[config.mk]
export PLATFORM = sky130hd
export DESIGN_NAME = qco_select
export DESIGN_NICKNAME = d
export VERILOG_FILES = /design/src/rtl/core/qco_pkg.sv /design/src/rtl/core/qco_select.sv
export SDC_FILE = /design/constraint.sdc
export NUM_CORES = 1
export LEC_CHECK = 0
export BUFFER_PORTS_ARGS = -buffer_cell sky130_fd_sc_hd__buf_4
export CAP_MARGIN = 5
export CORE_AREA = 2 2 227 229
export DETAILED_ROUTE_END_ITERATION = 10
export DIE_AREA = 0 0 229 231
export PLACE_DENSITY = 0.58
export RECOVER_POWER = 100
export SLEW_MARGIN = 40
export SYNTH_ARGS = -nofsm -noshare
export SYNTH_HDL_FRONTEND = slang
export SYNTH_SLANG_ARGS = --single-unit
[constraint.sdc]
create_clock -name clk_i -period 11.6 [get_ports clk_i]
set_input_delay 2.32 -clock clk_i [delete_from_list [all_inputs] [get_ports clk_i]]
set_output_delay 2.32 -clock clk_i [all_outputs]
set_load 0.01 [all_outputs]
[src/rtl/core/qco_pkg.sv]
`default_nettype none
// ----------------------------------------------------------------------------
// qco_pkg: shared types and constants for quadrilateral corner ordering
// Point format, arithmetic widths and the payloads passed between stages.
// ----------------------------------------------------------------------------
package qco_pkg;

  localparam int CoordW        = 20;
  localparam int CountW        = 8;
  localparam int CoordFracBits = 4;
  localparam int DiffW         = CoordW + 1;
  localparam int ProdW         = 2 * DiffW;
  localparam int CrossW        = ProdW + 1;
  localparam int AreaW         = CrossW + 1;
  localparam int NumPts        = 4;
  localparam int IdxW          = 2;

  localparam logic [CountW-1:0] QuadCount = CountW'(NumPts);
  // 1.0 in the product format
  localparam logic [AreaW-1:0]  AreaOne   = AreaW'(1) << (2 * CoordFracBits);

  typedef logic signed [CoordW-1:0] coord_t;
  typedef logic signed [DiffW-1:0]  diff_t;
  typedef logic signed [ProdW-1:0]  prod_t;
  typedef logic signed [CrossW-1:0] cross_t;
  typedef logic [CrossW-1:0]        mag_t;
  typedef logic [AreaW-1:0]         area_t;
  typedef logic [IdxW-1:0]          idx_t;

  typedef struct packed {
    coord_t x;
    coord_t y;
  } point_t;

  typedef struct packed {
    logic             cnt_ok;
    point_t [NumPts-1:0] p;
    point_t           tl;
    point_t           tr;
    point_t           br;
    point_t           bl;
  } sort_t;

  typedef struct packed {
    logic             cnt_ok;
    point_t [NumPts-1:0] p;
    point_t           tl;
    point_t           tr;
    point_t           br;
    point_t           bl;
    idx_t             smin;
    idx_t             smax;
    idx_t             dmin;
    idx_t             dmax;
    mag_t             mag0;
    mag_t             mag1;
  } geom_t;

  // order by y, then by x
  function automatic logic before_yx(point_t a, point_t b);
    logic r;
    if (a.y == b.y) begin
      r = a.x < b.x;
    end else begin
      r = a.y < b.y;
    end
    return r;
  endfunction

  function automatic diff_t sub_c(coord_t a, coord_t b);
    return diff_t'(a) - diff_t'(b);
  endfunction

  function automatic diff_t add_c(coord_t a, coord_t b);
    return diff_t'(a) + diff_t'(b);
  endfunction

endpackage
`default_nettype wire

[src/rtl/core/qco_select.sv]
`default_nettype none
// ----------------------------------------------------------------------------
// qco_select: area test and final corner choice
// Sums the cross product magnitudes, picks the split or fallback corners,
// gives zeros for a bad count and holds the result in the output register.
// ----------------------------------------------------------------------------
module qco_select (
  input  wire logic           clk_i,
  input  wire logic           rst_ni,
  input  wire logic           in_valid_i,
  output logic                in_ready_o,
  input  wire qco_pkg::geom_t in_i,
  output logic                out_valid_o,
  input  wire logic           out_ready_i,
  output qco_pkg::point_t     tl_o,
  output qco_pkg::point_t     tr_o,
  output qco_pkg::point_t     br_o,
  output qco_pkg::point_t     bl_o,
  output logic                fb_o
);
  import qco_pkg::*;

  typedef struct packed {
    point_t tl;
    point_t tr;
    point_t br;
    point_t bl;
    logic   fb;
  } res_t;

  res_t  res_d, res_q;
  logic  vld_q;
  area_t area;
  logic  small_area;

  assign in_ready_o = !vld_q || out_ready_i;

  always_comb begin
    area       = area_t'(in_i.mag0) + area_t'(in_i.mag1);
    small_area = area < AreaOne;
    if (!in_i.cnt_ok) begin
      res_d = '0;
    end else if (small_area) begin
      res_d.tl = in_i.p[in_i.smin];
      res_d.br = in_i.p[in_i.smax];
      res_d.bl = in_i.p[in_i.dmin];
      res_d.tr = in_i.p[in_i.dmax];
      res_d.fb = 1'b1;
    end else begin
      res_d.tl = in_i.tl;
      res_d.tr = in_i.tr;
      res_d.br = in_i.br;
      res_d.bl = in_i.bl;
      res_d.fb = 1'b0;
    end
  end

  always_ff @(posedge clk_i or negedge rst_ni) begin
    if (!rst_ni) begin
      vld_q <= 1'b0;
    end else if (in_ready_o) begin
      vld_q <= in_valid_i;
    end
  end

  always_ff @(posedge clk_i) begin
    if (in_ready_o && in_valid_i) begin
      res_q <= res_d;
    end
  end

  assign out_valid_o = vld_q;
  assign tl_o        = res_q.tl;
  assign tr_o        = res_q.tr;
  assign br_o        = res_q.br;
  assign bl_o        = res_q.bl;
  assign fb_o        = res_q.fb;

endmodule
`default_nettype wire

==> run summary, run 1 <==
========================================================================================
Reg2Reg Setup Slack                                                              5.83 ns
Area of the multi-input gates                                                 9170 sq um
Crit path buffers/inverters                                                            2
First-pass GRT wire length                                                      93300 um
CTS tree                                                                            done
Cell at the slowest stage of the critical path                              sky130_fd_sc_hd__and2_0
Antenna-violating nets left                                                            0
Initial antenna violation count                                                        4
Num Clock Sinks                                                                      162
Required time reported for the critical path endpoint                           11.80 ns
Global route total overflow                                                            0
Layout overhead on the synthesized area                                            31.7%
Syn Inst Count                                                                      1349
Detailed-routing iteration count for the pre-antenna-repair pass                       7
Routed len/inst                                                                  25.8 um
Total GRT Usage                                                                    24.0%
Floorplan die area                                                           52900 sq um
LEAKAGE                                                                          7.30 nW
Family of cells with the greatest summed delay on the critical path         simple AND/OR/NAND/NOR gates
Switching power                                                                   627 uW
Storage element area                                                          4860 sq um
1st-iter DRT viols                                                                  1112
Final wirelength                                                                65500 um
Worst hold path endpoint                                                     out_valid_o
Ordered cell list for the critical path                                     clkbuf_4 > ha_1 > a21oi_1 > o32ai_1 > nor4_1 > o2111ai_1 > or4_1 > or4_1 > nor4_1 > nand4_1 > nor4_1 > and2_0 > buf_6 > mux2i_1
Maximum vdd drop                                                               0.0986 mV
Post-CTS resize count                                                                  0
Layout Cells excl Fill                                                              2540
Fraction of layout instances using a drive strength above 1                        33.5%
Buffers added on ports                                                               581
Placed cell count                                                                   2505
Portion of the clock cycle consumed by the worst path in the final layout          69.9%
Cell area after synthesis                                                    14700 sq um
Pins over their slew limit                                                           110
Number of remaining DRC errors                                                         0
Summed negative setup slack over all endpoints                                      0 ns
Number of rows in the core area                                                       83
Int Pwr                                                                          1.29 mW
Vias                                                                               13936
Number of buffers inserted to repair setup after CTS                                   0
Deepest clock path buffer count                                                        2
Mean cell area of the mapped netlist                                          10.9 sq um
Crit path from                                                                  in_i[34]
Number of cells on the worst hold path                                                 2
Root buffer cell                                                            sky130_fd_sc_hd__clkbuf_16
Launching element type of the critical path                                 primary input
Hold-fix buffers at CTS                                                                0
RePlAce Congestion                                                                 0.929
Max-cap violations                                                                     3
Tightest Pin Transition                                                          3.74 ns
Post-layout net count                                                               2306
Hold violation count in the final report                                               0
Seq cells post-synth                                                                 162
Final HPWL from detailed placement                                              50000 um
Result of the run                                                           finished, violations left
Hold_sp                                                                      out_valid_o
Violated checks                                                             max-capacitance violations, max-slew violations
Post-route minimum period                                                        8.11 ns
Highest fanout seen on the critical path                                              58
Number of nets in the synthesized netlist                                           1810
Arrival @ worst endpoint                                                         8.31 ns
Clock Pin Slew Worst Setup and Hold Paths                                        0.07 ns
Setup repair after global routing missed its margin                                   no
Type of element capturing the critical path                                     register
Sequential cell fraction of total power                                            36.6%
Die Height                                                                        231 um
Worst R2R Start                                                              out_valid_o
Largest net degree at the start of global routing                                    130
Worst reg2reg path endpoint                                                         fb_o
EDFF count, synth                                                                    161
Post-route clock skew                                                          0.0130 ns
Clock buffer count from CTS                                                           17
Sw Share                                                                           32.8%
Number of global-route vias before repair                                          13630
Critical Path Stages                                                                  14
Power per Cell Area                                                         98.6 nW/um^2
Number of synthesis warnings                                                           0
Top FF cell, synth                                                          sky130_fd_sc_hd__edfxtp_1
Combinational fraction of design power                                             31.8%
CP dominant cell by count                                                   sky130_fd_sc_hd__nor4_1
H-tree levels                                                                          4
Max_slew headroom                                                                  -149%
Horiz. Die Dim                                                                    229 um
Part of the Yosys area used for sequential elements                                33.0%
Number of filler cells placed in the layout                                         5242
Fraction of registers with async set/reset                                        0.617%
Part of the power in the clock network                                             31.6%
Critical setup path kind                                                          in2reg
Highest Clock Rate                                                               123 MHz
Number of cell instances on the worst register-to-register path                        4
Initial core utilization                                                           29.1%
Synth unique cells                                                                    64
Avg Vias per Cell                                                                   5.49
Hold crit path type                                                              reg2reg
Slowest Stage Delay on Critical Path                                             1.27 ns
Core ar.                                                                     50700 sq um
Worst skew pair latency                                                          0.49 ns
Final setup violation count                                                            0
# IOs                                                                                582
========================================================================================
==> power by group through the flow <==
stage	Clock, mW	Combinational, mW	Sequential (mW)
after detailed placement	0	0.629	0.713
after CTS	0.615	0.632	0.700
final	0.604	0.608	0.701
after global placement	0	0.627	0.713
after floorplan	0	0.318	0.729
after global routing	0.639	0.655	0.703
==> worst max-delay path by stage <==
| stage | end | slack (ns) |
|---|---|---|
| global route | br_o[12] | 3.20 |
| floorplan | bl_o[0] | 4.84 |
| finish | br_o[12] | 3.49 |
| detailed placement | br_o[12] | 4.18 |
| CTS | br_o[12] | 4.71 |
| global placement | bl_o[12] | 4.02 |
==> cells in the mapped netlist (all sizes together), types with 8 or more instances <==
cell	number	area share, %
nand4	26	1.1
a31oi	8	0.34
nor2	51	1.3
nor3	10	0.34
mux4	160	24
inv	17	0.43
nand2	369	9.4
buf	29	2.2
edfxtp	161	33
a21o	11	0.56
ha	42	3.6
mux2i	167	11
a211oi	8	0.41
clkbuf	83	2.1
o21ai	28	0.95
a21oi	47	1.7
==> tightest hold or removal path, stage by stage, from the launching register on <==
cell                       delay [ns]
sky130_fd_sc_hd__dfrtp_1         0.35
sky130_fd_sc_hd__nand2b_1        0.09
sky130_fd_sc_hd__nand2b_1        0.08
==> per-layer routing <==
layer  routed length [um]  vias to the layer above  share of wire (%)  GRT usage (%)
met1                26100                     6906                 40           30.5
met4                 1950                        4                3.0           8.26
met3                 5600                       84                8.6           6.30
met5                   26                        -              0.040              0
li1                     -                     6200                  -              -
met2                31800                      742                 49           39.5
==> cell usage in the layout, fill, tap and decap left out, drive strengths merged, types with 4 or more instances in the layout <==
master / count
and2: 4
o211ai: 7
or2: 5
nand3: 5
xor2: 6
edfxtp: 161
or4: 6
buf: 422
a21o: 11
a31oi: 8
xnor2: 5
a211o: 5
nor4: 7
mux2i: 167
o2111ai: 4
nand2: 369
ha: 42
inv: 20
nor3: 10
clkbuf: 185
a21oi: 47
mux4: 160
o22ai: 5
a211oi: 8
and3: 6
o21a: 6
or3: 4
nand4: 26
clkinv: 7
nand2b: 6
o21ai: 28
nor2: 51
==> per-stage QoR <==
step	area [sq um]	setup WS (ns)	hold slack (ns)	utilization [%]	power, mW
after floorplan	14700	4.84	0.622	-	1.05
after global placement	19400	4.02	0.520	38.3	1.34
after detailed placement	19400	4.18	0.536	38.3	1.34
after CTS	20000	4.71	0.555	39.5	1.95
after global routing	19400	3.20	0.581	38.3	2.00
final	19400	3.49	0.543	38.3	1.91
==> cell families after synthesis <==
kind of cell | Yosys count | share of synthesized area (%)
fa+ha+maj | 42 | 3.57
mux | 327 | 35.8
buf+inv | 129 | 4.74
flops | 162 | 33.0
compound gates | 172 | 7.90
simple gates | 506 | 14.3
xor+xnor | 11 | 0.654
==> state kept, by name (all words and copies together) (netlist names) <==
register and cells:
bl_o 40, out_valid_o 1, tl_o 40, fb_o 1, br_o 40, tr_o 40
==> cell type report <==
type                            instances  share of cell area (%)
Multi-Input combinational cell       1058                    47.2
Sequential cell                       162                    25.0
Timing Repair Buffer                  589                    19.9
Tap cell                              680                    4.39
Clock buffer                           18                    2.21
Clock inverter                         14                   0.819
Inverter                               17                   0.329
Antenna cell                            2                  0.0258
No activity file was read; power rests on OpenSTA's default activity.
==> inputs of run 2 (changes only) <==
--- a/config.mk
+++ b/config.mk
@@ -7,10 +7,10 @@
 export LEC_CHECK = 0
 export BUFFER_PORTS_ARGS = -buffer_cell sky130_fd_sc_hd__buf_4
 export CAP_MARGIN = 5
-export CORE_AREA = 2 2 227 229
+export CORE_AREA = 2 2 224 226
 export DETAILED_ROUTE_END_ITERATION = 10
-export DIE_AREA = 0 0 229 231
-export PLACE_DENSITY = 0.58
+export DIE_AREA = 0 0 226 228
+export PLACE_DENSITY = 0.61
 export RECOVER_POWER = 100
 export SLEW_MARGIN = 40
 export SYNTH_ARGS = -nofsm -noshare
==> constraint.sdc (replaced) <==
create_clock -name clk_i -period 6.93 [get_ports clk_i]
set_input_delay 1.386 -clock clk_i [delete_from_list [all_inputs] [get_ports clk_i]]
set_output_delay 1.386 -clock clk_i [all_outputs]
set_load 0.01 [all_outputs]
==> run 2 against run 1 <==
Effect of this change: the run still ends with max-capacitance violations, max-slew violations left; clock-buffer cell count grew 1; global-route usage grew 1.6 points; design area grew 0.71%; register-to-register slack lost 3.3 ns; critical path depth is the same; sequential power grew 67%; non-clock buffer count grew 9; clock skew shrank 0.0030 ns; critical path type unchanged.
==> run summary, run 2 (same netlist as run 1, synthesis figures left out) <==
========================================================================================
Result of the run                                                           finished, violations left   unchanged
Violated checks                                                             max-capacitance violations, max-slew violations   unchanged
Highest Clock Rate                                                               159 MHz
Antenna-violating nets left                                                            0   unchanged
Pins over their slew limit                                                            71   was 110
Max-cap violations                                                                     1   was 3
Final HPWL from detailed placement                                              51800 um   was 50000 um
Summed negative setup slack over all endpoints                                      0 ns   unchanged
Minimum hold slack                                                              0.547 ns   was 0.543 ns
Final wirelength                                                                67100 um   was 65500 um
Type of element capturing the critical path                                     register   unchanged
Post-route clock skew                                                         0.00997 ns   was 0.0130 ns
Worst R2R Start                                                              out_valid_o   unchanged
Power per Cell Area                                                          163 nW/um^2   was 98.6 nW/um^2
Global route total overflow                                                            0   unchanged
Commonest non-fill, non-tap cells in the layout                             413 x sky130_fd_sc_hd__buf_4, 369 x sky130_fd_sc_hd__nand2_1, 171 x sky130_fd_sc_hd__clkbuf_1   was 413 x sky130_fd_sc_hd__buf_4, 369 x sky130_fd_sc_hd__nand2_1, 167 x sky130_fd_sc_hd__mux2i_1
Hold violation count in the final report                                               0   unchanged
Largest net degree at the start of global routing                                    195   was 130
Post-layout net count                                                               2315   was 2306
1st-iter DRT viols                                                                  1414   was 1112
Routed len/inst                                                                  26.3 um   was 25.8 um
Required time reported for the critical path endpoint                            7.15 ns   was 11.80 ns
Launching element type of the critical path                                 primary input   unchanged
Max_slew headroom                                                                  -179%   was -149%
Avg Vias per Cell                                                                   5.49   about the same
Root buffer cell                                                            sky130_fd_sc_hd__clkbuf_16   unchanged
Highest fanout seen on the critical path                                              27   was 58
First-pass GRT wire length                                                      94800 um   was 93300 um
Arrival @ worst endpoint                                                         6.52 ns   was 8.31 ns
CTS tree                                                                            done   unchanged
Post-layout total power                                                          3.18 mW   was 1.91 mW
Initial antenna violation count                                                       17   was 4
Horiz. Die Dim                                                                    226 um   was 229 um
Tightest Pin Transition                                                          4.19 ns   was 3.74 ns
Most frequent standard cell in the layout excluding fill and tap cells      sky130_fd_sc_hd__buf_4   unchanged
Vias                                                                               13998   was 13936
Clock buffer count from CTS                                                           17   unchanged
Worst hold path endpoint                                                     out_valid_o   unchanged
Number of global-route vias before repair                                          13692   was 13630
Clock Pin Slew Worst Setup and Hold Paths                                        0.07 ns   about the same
Hold_sp                                                                      out_valid_o   unchanged
Post-CTS resize count                                                                  0   unchanged
Deepest clock path buffer count                                                        2   unchanged
# IOs                                                                                582   unchanged
Worst skew pair latency                                                          0.49 ns   about the same
Hold-fix buffers at CTS                                                                0   unchanged
Final setup violation count                                                            0   unchanged
Portion of the clock cycle consumed by the worst path in the final layout          90.9%
Number of buffers inserted to repair setup after CTS                                   0   unchanged
Number of cells on the worst hold path                                                 2   unchanged
Buffers added on ports                                                               581   unchanged
Core ar.                                                                     49300 sq um   was 50700 sq um
LEAKAGE                                                                          7.35 nW   was 7.30 nW
Num Clock Sinks                                                                      162   unchanged
Die Height                                                                        228 um   was 231 um
RePlAce Congestion                                                                 0.954   was 0.929
Layout overhead on the synthesized area                                            32.7%   was 31.7%
Post-route minimum period                                                        6.30 ns
Floorplan die area                                                           51500 sq um   was 52900 sq um
Number of cell instances on the worst register-to-register path                        4   unchanged
Reg2Reg Setup Slack                                                              2.53 ns   was 5.83 ns
Total GRT Usage                                                                    25.5%   was 24.0%
H-tree levels                                                                          4   unchanged
Number of rows in the core area                                                       82   was 83
Number of remaining DRC errors                                                         0   unchanged
Initial core utilization                                                           29.8%   was 29.1%
Hold crit path type                                                              reg2reg   unchanged
Maximum vdd drop                                                                0.197 mV   was 0.0986 mV
Setup repair after global routing missed its margin                                   no   unchanged
Fraction of layout instances using a drive strength above 1                        33.7%   was 33.5%
Worst reg2reg path endpoint                                                      tr_o[1]   was fb_o
Detailed-routing iteration count for the pre-antenna-repair pass                       5   was 7
Critical setup path kind                                                          in2reg   unchanged
========================================================================================
## run 2: stage by stage
step           worst slack, ns  util, %  std cells  instance area (sq um)
6_report                 0.627     39.6       2550                  19500
2_1_floorplan             1.10        -       1349                  14700
3_5_place_dp             0.546     39.6       2506                  19500
4_1_cts                   1.08     40.8       2538                  20100
3_3_place_gp             0.575     39.5       2505                  19500
5_1_grt                  0.395     39.6       2545                  19500
## run 2: worst max path at each step
stage | from | end | slack, ns
2_1_floorplan | out_ready_i | bl_o[0] | 1.10
3_3_place_gp | in_i[21] | br_o[25] | 0.58
3_5_place_dp | in_i[21] | tr_o[22] | 0.55
4_1_cts | in_i[21] | tl_o[7] | 1.08
5_1_grt | in_i[30] | br_o[8] | 0.39
6_report | in_i[21] | tl_o[8] | 0.63
## run 2: critical path: stages
cell and delay, ns:
sky130_fd_sc_hd__buf_4 0.11, sky130_fd_sc_hd__ha_1 0.38, sky130_fd_sc_hd__a21oi_1 0.51, sky130_fd_sc_hd__o21ai_1 0.23
sky130_fd_sc_hd__nand2_1 0.13, sky130_fd_sc_hd__o311ai_0 0.17, sky130_fd_sc_hd__or4_1 0.57, sky130_fd_sc_hd__or4_1 0.54
sky130_fd_sc_hd__nor4_1 0.41, sky130_fd_sc_hd__nand4_1 0.21, sky130_fd_sc_hd__nor4_1 0.45, sky130_fd_sc_hd__and2_4 0.63
sky130_fd_sc_hd__clkbuf_1 0.57, sky130_fd_sc_hd__mux2i_1 0.18
## run 2: cell type report
type | count | area, sq um
fill | 5017 | 29800
multi-input combinational | 1058 | 9180
sequential | 162 | 4860
timing repair buffer | 598 | 3990
tap | 672 | 841
clock buffer | 19 | 443
clock inverter | 13 | 145
inverter | 17 | 63.8
antenna | 11 | 27.5
## run 2: metal layers
| metal | global-route usage (%) | vias up | wire, um | share of wire, % |
|---|---|---|---|---|
| met5 | 0 | - | 75 | 0.11 |
| met4 | 10.4 | 12 | 2650 | 3.9 |
| met3 | 7.11 | 123 | 6250 | 9.3 |
| met2 | 41.4 | 702 | 31900 | 48 |
| met1 | 32.0 | 6937 | 26200 | 39 |
| li1 | - | 6224 | - | - |
## run 2: where the power goes
part,switching [mW],internal [mW],total (mW)
logic,0.542,0.470,1.01
registers,0.0239,1.15,1.17
clock network,0.477,0.516,0.993
