<file path="src/rtl/core/qco_pkg.sv">
`default_nettype none
// ----------------------------------------------------------------------------
// qco_pkg: shared types and constants for quadrilateral corner ordering
// Point format, arithmetic widths and the payloads passed between stages.
// ----------------------------------------------------------------------------
package qco_pkg;

  localparam int CoordW        = 20;
  localparam int CountW        = 8;
  localparam int CoordFracBits = 4;
  localparam int DiffW         = CoordW + 1;
  localparam int ProdW         = 2 * DiffW;
  localparam int CrossW        = ProdW + 1;
  localparam int AreaW         = CrossW + 1;
  localparam int NumPts        = 4;
  localparam int IdxW          = 2;

  localparam logic [CountW-1:0] QuadCount = CountW'(NumPts);
  // 1.0 in the product format
  localparam logic [AreaW-1:0]  AreaOne   = AreaW'(1) << (2 * CoordFracBits);

  typedef logic signed [CoordW-1:0] coord_t;
  typedef logic signed [DiffW-1:0]  diff_t;
  typedef logic signed [ProdW-1:0]  prod_t;
  typedef logic signed [CrossW-1:0] cross_t;
  typedef logic [CrossW-1:0]        mag_t;
  typedef logic [AreaW-1:0]         area_t;
  typedef logic [IdxW-1:0]          idx_t;

  typedef struct packed {
    coord_t x;
    coord_t y;
  } point_t;

  typedef struct packed {
    logic             cnt_ok;
    point_t [NumPts-1:0] p;
    point_t           tl;
    point_t           tr;
    point_t           br;
    point_t           bl;
  } sort_t;

  typedef struct packed {
    logic             cnt_ok;
    point_t [NumPts-1:0] p;
    point_t           tl;
    point_t           tr;
    point_t           br;
    point_t           bl;
    idx_t             smin;
    idx_t             smax;
    idx_t             dmin;
    idx_t             dmax;
    mag_t             mag0;
    mag_t             mag1;
  } geom_t;

  // order by y, then by x
  function automatic logic before_yx(point_t a, point_t b);
    logic r;
    if (a.y == b.y) begin
      r = a.x < b.x;
    end else begin
      r = a.y < b.y;
    end
    return r;
  endfunction

  function automatic diff_t sub_c(coord_t a, coord_t b);
    return diff_t'(a) - diff_t'(b);
  endfunction

  function automatic diff_t add_c(coord_t a, coord_t b);
    return diff_t'(a) + diff_t'(b);
  endfunction

endpackage
`default_nettype wire

</file>
<file path="src/rtl/core/qco_sort.sv">
`default_nettype none
// ----------------------------------------------------------------------------
// qco_sort: four-point sorting network and left/right split
// Stage 1 runs the first two compare levels, stage 2 the last level and
// splits the upper and lower pairs by x.
// ----------------------------------------------------------------------------
module qco_sort (
  input  wire logic                                  clk_i,
  input  wire logic                                  rst_ni,
  input  wire logic                                  in_valid_i,
  output logic                                       in_ready_o,
  input  wire logic [qco_pkg::CountW-1:0]            in_count_i,
  input  wire qco_pkg::point_t [qco_pkg::NumPts-1:0] in_pts_i,
  output logic                                       out_valid_o,
  input  wire logic                                  out_ready_i,
  output qco_pkg::sort_t                             out_o
);
  import qco_pkg::*;

  typedef struct packed {
    logic                cnt_ok;
    point_t [NumPts-1:0] b;
  } net_t;

  net_t   s1_d, s1_q;
  logic   s1_vld_q;
  sort_t  s2_d, s2_q;
  logic   s2_vld_q;
  logic   s1_ready, s2_ready;

  point_t a0, a1, a2, a3;
  point_t c1, c2;

  assign s2_ready   = !s2_vld_q || out_ready_i;
  assign s1_ready   = !s1_vld_q || s2_ready;
  assign in_ready_o = s1_ready;

  // compare levels (0,1)(2,3) then (0,2)(1,3)
  always_comb begin
    a0 = before_yx(in_pts_i[1], in_pts_i[0]) ? in_pts_i[1] : in_pts_i[0];
    a1 = before_yx(in_pts_i[1], in_pts_i[0]) ? in_pts_i[0] : in_pts_i[1];
    a2 = before_yx(in_pts_i[3], in_pts_i[2]) ? in_pts_i[3] : in_pts_i[2];
    a3 = before_yx(in_pts_i[3], in_pts_i[2]) ? in_pts_i[2] : in_pts_i[3];
    s1_d.cnt_ok = (in_count_i == QuadCount);
    s1_d.b[0]   = before_yx(a2, a0) ? a2 : a0;
    s1_d.b[2]   = before_yx(a2, a0) ? a0 : a2;
    s1_d.b[1]   = before_yx(a3, a1) ? a3 : a1;
    s1_d.b[3]   = before_yx(a3, a1) ? a1 : a3;
  end

  // last level (1,2), then split each pair by x; on equal x the earlier is left
  always_comb begin
    c1 = before_yx(s1_q.b[2], s1_q.b[1]) ? s1_q.b[2] : s1_q.b[1];
    c2 = before_yx(s1_q.b[2], s1_q.b[1]) ? s1_q.b[1] : s1_q.b[2];
    s2_d.cnt_ok = s1_q.cnt_ok;
    s2_d.p[0]   = s1_q.b[0];
    s2_d.p[1]   = c1;
    s2_d.p[2]   = c2;
    s2_d.p[3]   = s1_q.b[3];
    if (s1_q.b[0].x <= c1.x) begin
      s2_d.tl = s1_q.b[0];
      s2_d.tr = c1;
    end else begin
      s2_d.tl = c1;
      s2_d.tr = s1_q.b[0];
    end
    if (c2.x <= s1_q.b[3].x) begin
      s2_d.bl = c2;
      s2_d.br = s1_q.b[3];
    end else begin
      s2_d.bl = s1_q.b[3];
      s2_d.br = c2;
    end
  end

  always_ff @(posedge clk_i or negedge rst_ni) begin
    if (!rst_ni) begin
      s1_vld_q <= 1'b0;
      s2_vld_q <= 1'b0;
    end else begin
      if (s1_ready) begin
        s1_vld_q <= in_valid_i;
      end
      if (s2_ready) begin
        s2_vld_q <= s1_vld_q;
      end
    end
  end

  always_ff @(posedge clk_i) begin
    if (s1_ready && in_valid_i) begin
      s1_q <= s1_d;
    end
    if (s2_ready && s1_vld_q) begin
      s2_q <= s2_d;
    end
  end

  assign out_valid_o = s2_vld_q;
  assign out_o       = s2_q;

endmodule
`default_nettype wire

</file>
<file path="config.mk">
export PLATFORM = sky130hd
export DESIGN_NAME = qco_sort
export DESIGN_NICKNAME = d
export VERILOG_FILES = /design/src/rtl/core/qco_pkg.sv /design/src/rtl/core/qco_sort.sv
export SDC_FILE = /design/constraint.sdc
export NUM_CORES = 1
export LEC_CHECK = 0
export BUFFER_PORTS_ARGS = -buffer_cell sky130_fd_sc_hd__buf_2
export CAP_MARGIN = 0
export CORE_MARGIN = 2
export CORE_UTILIZATION = 30
export DETAILED_ROUTE_END_ITERATION = 7
export SLEW_MARGIN = 25
export SYNTH_ARGS = -nofsm -noshare
export SYNTH_HDL_FRONTEND = slang
export SYNTH_SLANG_ARGS = --single-unit
</file>
<file path="constraint.sdc">
create_clock -name clk_i -period 7.9 [get_ports clk_i]
set_input_delay 0.79 -clock clk_i [delete_from_list [all_inputs] [get_ports clk_i]]
set_output_delay 0.79 -clock clk_i [all_outputs]
set_load 0.01 [all_outputs]
</file>
==> run summary, run 1 <==
Area after DPL: 31400 µm²
Max Slew Vio Count: 0
Sequential cell area: 14500 µm²
Data arrival, critical path: 7.55 ns
Layout fillers: 8966
max-cap viol count: 0
Req. time, crit path: 8.29 ns
Seq cells post-synth: 484
Nets: 3331
final setup margin: 0.743 ns
met3 Use GR: 6.05%
critical-path cell list: inv_1 -> ha_1 -> a21o_1 -> a21o_1 -> a21oi_1 -> o21ai_0 -> o31ai_1 -> nand2_1 -> mux2i_4 -> buf_4 -> o21ai_1 -> and2_1 -> ha_1 -> a21o_1 -> a21o_1 -> a21oi_1 -> o21ai_0 -> a22o_1 -> nor3_1 -> mux2_2 -> buf_12 -> nor2_1 -> a31oi_1
sequential share of the synthesized area: 52.9%
FFs w/ async S/R, synth: 0.413%
# hold bufs at CTS: 1
start point of the critical path: s1_q[45]
reg2reg end: out_o[129]
LEAKAGE: 14.7 nW
Clock Sinks: 484
routed wire length: 102 mm
Mapped Cells: 2442
EDFF count, synth: 482
Fin. Hold Viols: 0
minimum clock period: 7.16 ns
hold depth: 2
Crit Reg-Reg Startpoint: s1_q[45]
Area Growth Syn to Fin: 21.2%
Core Footprint: 90400 µm²
die area: 94000 µm²
width of the die: 307 µm
io pins: 495
critical path peak fanout: 42
Critical Path End Type: flop
TritonCTS clock tree: built
CTS resizes: 0
DRT Pass-1 Iters: 5
# DRC: 0
synthesized area: 27500 µm²
slowest stage delay, CP: 0.67 ns
post-CTS setup buffer count: 0
crit path to: out_o[129]
Yosys top cell area share: 52.7%
cts bufs inserted: 57
Worst path depth: 23
Reg2Reg Depth: 23
Die Ht: 307 µm
pin count of the biggest net entering global routing: 154
Final Cycle Share: 90.6%
Avg Cell Area, Syn: 11.3 µm²
vias in the first global route: 20500
slew of the pin with the lowest slew margin: 1.07 ns
PD cells: 359 nW/µm²
GRT Residual Overflow: 0
Finished Cell Area: 33300 µm²
clock buffer depth: 3
kind of critical path: flop to flop
f_max: 140 MHz
initial core utilization: 30.4%
first-pass GRT wire length: 143 mm
gpl congestion: 0.888
max_slew headroom: 29.0%
Setup Skew: 0.0188 ns
HPWL after DPL: 80.6 mm
Vias per Instance: 5.23
# setup viols final: 0
M1 GR Usage: 26.8%
GR peak layer: met2
count of different cell masters after synthesis: 67
most frequent CP cell: a21o_1
via count: 21800
syn nets: 2849
area of the multi-input gates: 11700 µm²
Worst path slowest cell: mux2i_4
main flop type after synthesis: edfxtp_1
clock slew at reported path FFs: 0.06 ns
GRT Util Overall: 21.0%
CP delay by family, top: compound AO/OA/AOI/OAI gates
setup_tns: 0 ns
Worst R2R Setup Slack: 0.74 ns
Worst-Skew Late Latency: 0.63 ns
HP Class: input port to flop
unrepaired setup endpoints after global routing: no
WL/cell: 24.6 µm
Area contributors post-synth: edfxtp_1, ha_1, mux2i_1, a31oi_1, nor2_1
antenna violations before repair: 49
outcome: complete, no violations
met2 usage: 34.9%
proportion of layout cells with a drive suffix above 1: 21.8%
worst vdd ir: 0.207 mV
startpoint class of the critical path: flop
cell taking the most area after synthesis: edfxtp_1
Worst Path Buf+Inv: 3
pre-CTS WS: 0.555 ns
initial DRC count: 2191
root buf cell: clkbuf_16
FP Rows: 110
Final ANT Viol Nets: 0
Yosys warning count: 0
Port Buffers: 494
H-tree Lvls: 2
==> worst reg2reg max path, stage by stage (launching register included) <==
cell and delay [ns]:
edfxtp_1 0.54, inv_1 0.09, ha_1 0.32, a21o_1 0.18
a21o_1 0.16, a21oi_1 0.16, o21ai_0 0.12, o31ai_1 0.63
nand2_1 0.26, mux2i_4 0.67, buf_4 0.41, o21ai_1 0.24
and2_1 0.22, ha_1 0.30, a21o_1 0.19, a21o_1 0.18
a21oi_1 0.13, o21ai_0 0.11, a22o_1 0.21, nor3_1 0.44
mux2_2 0.66, buf_12 0.30, nor2_1 0.11, a31oi_1 0.31
==> per-layer routing <==
layer	vias up	wire length, µm	part of all wire, %
met4	68	2570	2.5
met5	-	456	0.45
li1	10100	-	-
met3	192	9380	9.2
met1	10500	41800	41
met2	888	48100	47
==> through the flow <==
step | cells | hold WS, ns | total power [mW] | utilization [%]
floorplan | 2442 | 0.400 | 7.37 | -
finish | 4160 | 0.379 | 12.0 | 36.8
global route | 4151 | 0.361 | 12.6 | 36.8
detailed placement | 4040 | 0.418 | 9.34 | 34.7
CTS | 4148 | 0.341 | 12.0 | 36.8
global placement | 4040 | 0.410 | 9.27 | 34.7
==> flip-flops by register name, indices dropped and copies added, names as in the netlist <==
signal	count
out_o	321
s1_q	161
out_valid_o	1
s1_vld_q	1
==> worst min path at each step <==
stage / start / endpoint / slack, ns
6_report: in_valid_i / s1_vld_q / 0.38
5_1_grt: in_valid_i / s1_vld_q / 0.36
4_1_cts: in_valid_i / s1_vld_q / 0.34
3_5_place_dp: s1_q[160] / out_o[320] / 0.42
3_3_place_gp: s1_q[160] / out_o[320] / 0.41
2_1_floorplan: s1_q[160] / out_o[320] / 0.40
==> cell type report <==
type | count | share of cell area [%]
Inverter | 227 | 2.56
Clock inverter | 39 | 1.09
Antenna cell | 12 | 0.0902
Multi-Input combinational cell | 1625 | 35.1
Sequential cell | 484 | 43.6
Timing Repair Buffer | 529 | 8.54
Tap cell | 1176 | 4.42
Clock buffer | 68 | 4.54
==> cells in the final DEF (no fill, tap or decap), types with 37 or more instances in the layout <==
cell type / instances
a21oi_1: 107
edfxtp_1: 482
nand3_1: 101
buf_2: 494
o21ai_0: 110
nand2_1: 120
mux2i_1: 276
nor2_1: 245
inv_1: 227
ha_1: 235
nand4_1: 41
a31oi_1: 161
clkbuf_16: 59
a21o_1: 37
==> Yosys cell counts (all sizes together), types with 6 or more instances <==
master / count
edfxtp: 482
mux2i: 278
nor2: 245
ha: 235
inv: 227
a31oi: 161
nand2: 122
o21ai: 118
a21oi: 107
nand3: 102
clkbuf: 65
buf: 41
nand4: 41
a21o: 37
and2: 28
nor3: 15
nor2b: 14
a211oi: 13
nand2b: 11
mux2: 8
and3: 7
nand3b: 6
nor4: 6
o21a: 6
==> logic make-up (layout without fill, tap and decap cells) <==
kind of cell | Yosys count | count (layout) | synth area share (%)
buffers and inverters | 333 | 863 | 4.90
multiplexers | 286 | 286 | 10.5
flip-flops | 484 | 484 | 52.9
other | 0 | 12 | 0
AND/OR/NAND/NOR | 615 | 615 | 10.2
adder cells (fa/ha/maj) | 235 | 235 | 10.7
AO/OA/AOI/OAI | 489 | 489 | 10.8
==> power breakdown <==
| part | internal (mW) | switching, mW |
|---|---|---|
| Combinational | 1.75 | 3.10 |
| Clock | 1.53 | 1.14 |
| Sequential | 3.98 | 0.445 |
| Total | 7.27 | 4.69 |
(Power assumes the default switching activity.)
==> run 2, diff against run 1 <==
--- a/config.mk
+++ b/config.mk
@@ -5,6 +5,7 @@
 export SDC_FILE = /design/constraint.sdc
 export NUM_CORES = 1
 export LEC_CHECK = 0
+export ABC_AREA = 1
 export BUFFER_PORTS_ARGS = -buffer_cell sky130_fd_sc_hd__buf_2
 export CAP_MARGIN = 0
 export CORE_MARGIN = 2
==> run 2 against run 1 <==
Sequential share of layout area fell by 0.49 points. Largest power group unchanged. Clock skew rose by 0.0089 ns. First-iteration DRC count fell by 0.91%. Worst setup slack improved by 0.44 ns. Highest routed layer unchanged. Global-route usage fell by 0.82 points. Power rose by 50%. Critical endpoint is now out_o[90]. Non-clock buffer count did not move.
==> run summary, run 2 <==
outcome: complete, no violations
max-cap viol count: 0
LEAKAGE: 15.5 nW
initial core utilization: 30.2%
sequential share of the synthesized area: 51.6%
Worst path slowest cell: o21ai_0
Vias per Instance: 4.85
Yosys top cell area share: 51.4%
setup_tns: 0 ns
Mapped Cells: 3104
Flop pwr share: 31.7%
antenna violations before repair: 40
# hold bufs at CTS: 1
Min Hold Slack: 0.423 ns
worst vdd ir: 0.658 mV
io pins: 495
syn nets: 3511
slowest stage delay, CP: 0.83 ns
initial DRC count: 2171
clock buffer depth: 3
CP delay by family, top: simple AND/OR/NAND/NOR gates
Area Growth Syn to Fin: 19.5%
HPWL after DPL: 78.8 mm
root buf cell: clkbuf_16
width of the die: 310 µm
Yosys warning count: 0
kind of critical path: flop to flop
leading cell types in the layout, fill and taps excluded: nand2_1, buf_2, edfxtp_1
final setup margin: 1.18 ns
top-count cell post-synth: nand2_1
vias in the first global route: 21400
Final Cycle Share: 85.0%
Internal Pwr Total: 9.43 mW
max_slew headroom: 29.1%
slew of the pin with the lowest slew margin: 1.05 ns
pre-CTS WS: 1.02 ns
Seq cells post-synth: 484
Avg Cell Area, Syn: 9.07 µm²
H-tree Lvls: 2
TritonCTS clock tree: built
EDFF count, synth: 482
WL/cell: 20.6 µm
Critical Path End Type: flop
FP Rows: 112
commonest non-fill, non-tap cell in the layout: nand2_1
Port Buffers: 494
critical-path cell list: inv_1 -> ha_1 -> nand4_1 -> a21oi_1 -> a2111oi_0 -> nand3_1 -> xor2_1 -> mux2i_4 -> buf_4 -> o21ai_0 -> ha_1 -> nand4_1 -> nor4b_1 -> nand2_1 -> o2111ai_1 -> or2_2 -> nand3_2 -> inv_2 -> buf_12 -> o21ai_0
Gate power share: 53.8%
count of different cell masters after synthesis: 45
Data arrival, critical path: 7.08 ns
synthesized area: 28200 µm²
post-CTS setup buffer count: 0
via count: 23600
minimum clock period: 6.72 ns
Final ANT Viol Nets: 0
HP Class: flop to flop
Setup Skew: 0.0278 ns
GRT Residual Overflow: 0
GRT Util Overall: 20.2%
Layout fillers: 9480
PD cells: 531 nW/µm²
die area: 96300 µm²
# setup viols final: 0
Worst Path Buf+Inv: 4
cell taking the most area after synthesis: edfxtp_1
# DRC: 0
pin count of the biggest net entering global routing: 137
Area contributors post-synth: edfxtp_1, ha_1, nand2_1, o21ai_0, nand3_1
f_max: 149 MHz
clock slew at reported path FFs: 0.06 ns
Largest register FFs: 321
Fin. Hold Viols: 0
main flop type after synthesis: edfxtp_1
startpoint class of the critical path: flop
cts bufs inserted: 56
CTS resizes: 0
FFs w/ async S/R, synth: 0.413%
proportion of layout cells with a drive suffix above 1: 18.5%
Worst-Skew Late Latency: 0.66 ns
Max Slew Vio Count: 0
Die Ht: 310 µm
critical path peak fanout: 80
Core Footprint: 93200 µm²
Clock Sinks: 484
Nets: 3950
Clock Power Share: 14.5%
unrepaired setup endpoints after global routing: no
first-pass GRT wire length: 142 mm
most frequent cells after synthesis: nand2_1, edfxtp_1, inv_1, o21ai_0, nand3_1
gpl congestion: 0.944
net switching fraction of the power: 47.3%
P_sw: 8.45 mW
routed wire length: 100 mm
Req. time, crit path: 8.26 ns
DRT Pass-1 Iters: 5
==> run 2: cell count changes after synthesis, sizes merged, moves of 25 or more <==
| cell | previous run | this run |
|---|---|---|
| a21o | 37 | 5 |
| a31oi | 161 | 2 |
| and2 | 28 | 0 |
| buf | 41 | 66 |
| inv | 227 | 445 |
| mux2i | 278 | 1 |
| nand2 | 122 | 724 |
| nand3 | 102 | 362 |
| nor2 | 245 | 85 |
| o21ai | 118 | 371 |
==> run 2: final timing paths <==
check	start	endpoint	slack [ns]	depth (start not counted)
min in group asynchronous	rst_ni	out_valid_o	0.47	2
worst max register to register	s1_q[59]	out_o[90]	1.18	20
worst min register to register	s1_q[160]	out_o[320]	0.42	0
worst max-delay path	s1_q[59]	out_o[90]	1.18	20
worst min-delay path	s1_q[160]	out_o[320]	0.42	0
max in group asynchronous	rst_ni	s1_vld_q	7.33	2
==> run 2: area by class of cell <==
type / count / area (µm²) / area share, %
diodes: 14 / 35.0 / 0.104
clock buffers: 67 / 1440 / 4.29
clock inverters: 35 / 343 / 1.02
inverters: 448 / 1690 / 5.01
multi-input cells: 2024 / 11200 / 33.4
flip-flops and latches: 484 / 14500 / 43.1
well taps: 1254 / 1570 / 4.66
repair buffers: 529 / 2830 / 8.39
==> run 2: worst register-to-register path, cell delays in order, from the launching register on <==
cell and delay [ns]:
edfxtp_1 0.47, inv_1 0.11, ha_1 0.38, nand4_1 0.19, a21oi_1 0.06, a2111oi_0 0.46
nand3_1 0.17, xor2_1 0.49, mux2i_4 0.30, buf_4 0.34, o21ai_0 0.83, ha_1 0.26
nand4_1 0.10, nor4b_1 0.53, nand2_1 0.20, o2111ai_1 0.17, or2_2 0.16, nand3_2 0.45
inv_2 0.22, buf_12 0.30, o21ai_0 0.25
==> run 2: cells by family (layout without fill, tap and decap cells) <==
kind of cell | count (synthesis) | in the layout | share of synthesized area [%]
xor gates and xnor gates | 4 | 4 | 0.124
buffers and inverters | 596 | 1079 | 8.68
DFF | 484 | 484 | 51.6
adders and majority gates | 235 | 235 | 10.4
AOI/OAI and AO/OA | 534 | 534 | 9.85
and+or+nand+nor | 1250 | 1250 | 19.3
other | 0 | 14 | 0
muxes | 1 | 1 | 0.0489
==> run 2: routing by layer <==
layer  wire length, µm  part of all wire (%)  vias to the layer above  track usage [%]
li1                  -                     -                    11500                -
met2             44100                    44                      875             30.4
met3              7660                   7.7                      165             4.45
met4              3070                   3.1                       34             6.83
met5               208                  0.21                        -                0
met1             45100                    45                    11000             28.5
==> run 2: power by group through the flow <==
stage	clock, mW	sequential (mW)	combinational, mW
finish	2.59	5.67	9.62
floorplan	0	5.91	5.63
global placement	0	5.75	9.47
global route	2.73	5.79	11.0
detailed placement	0	5.75	9.65
CTS	2.65	5.70	9.68
==> run 2: metrics by stage <==
step                      utilization [%]  area, µm²  total power [mW]  instances
after detailed placement             34.2      31800              15.4       4738
after floorplan                         -      28200              11.5       3104
after global routing                 36.1      33700              19.5       4854
final                                36.1      33700              17.9       4855
after CTS                            36.1      33600              18.0       4841
after global placement               34.2      31800              15.2       4738
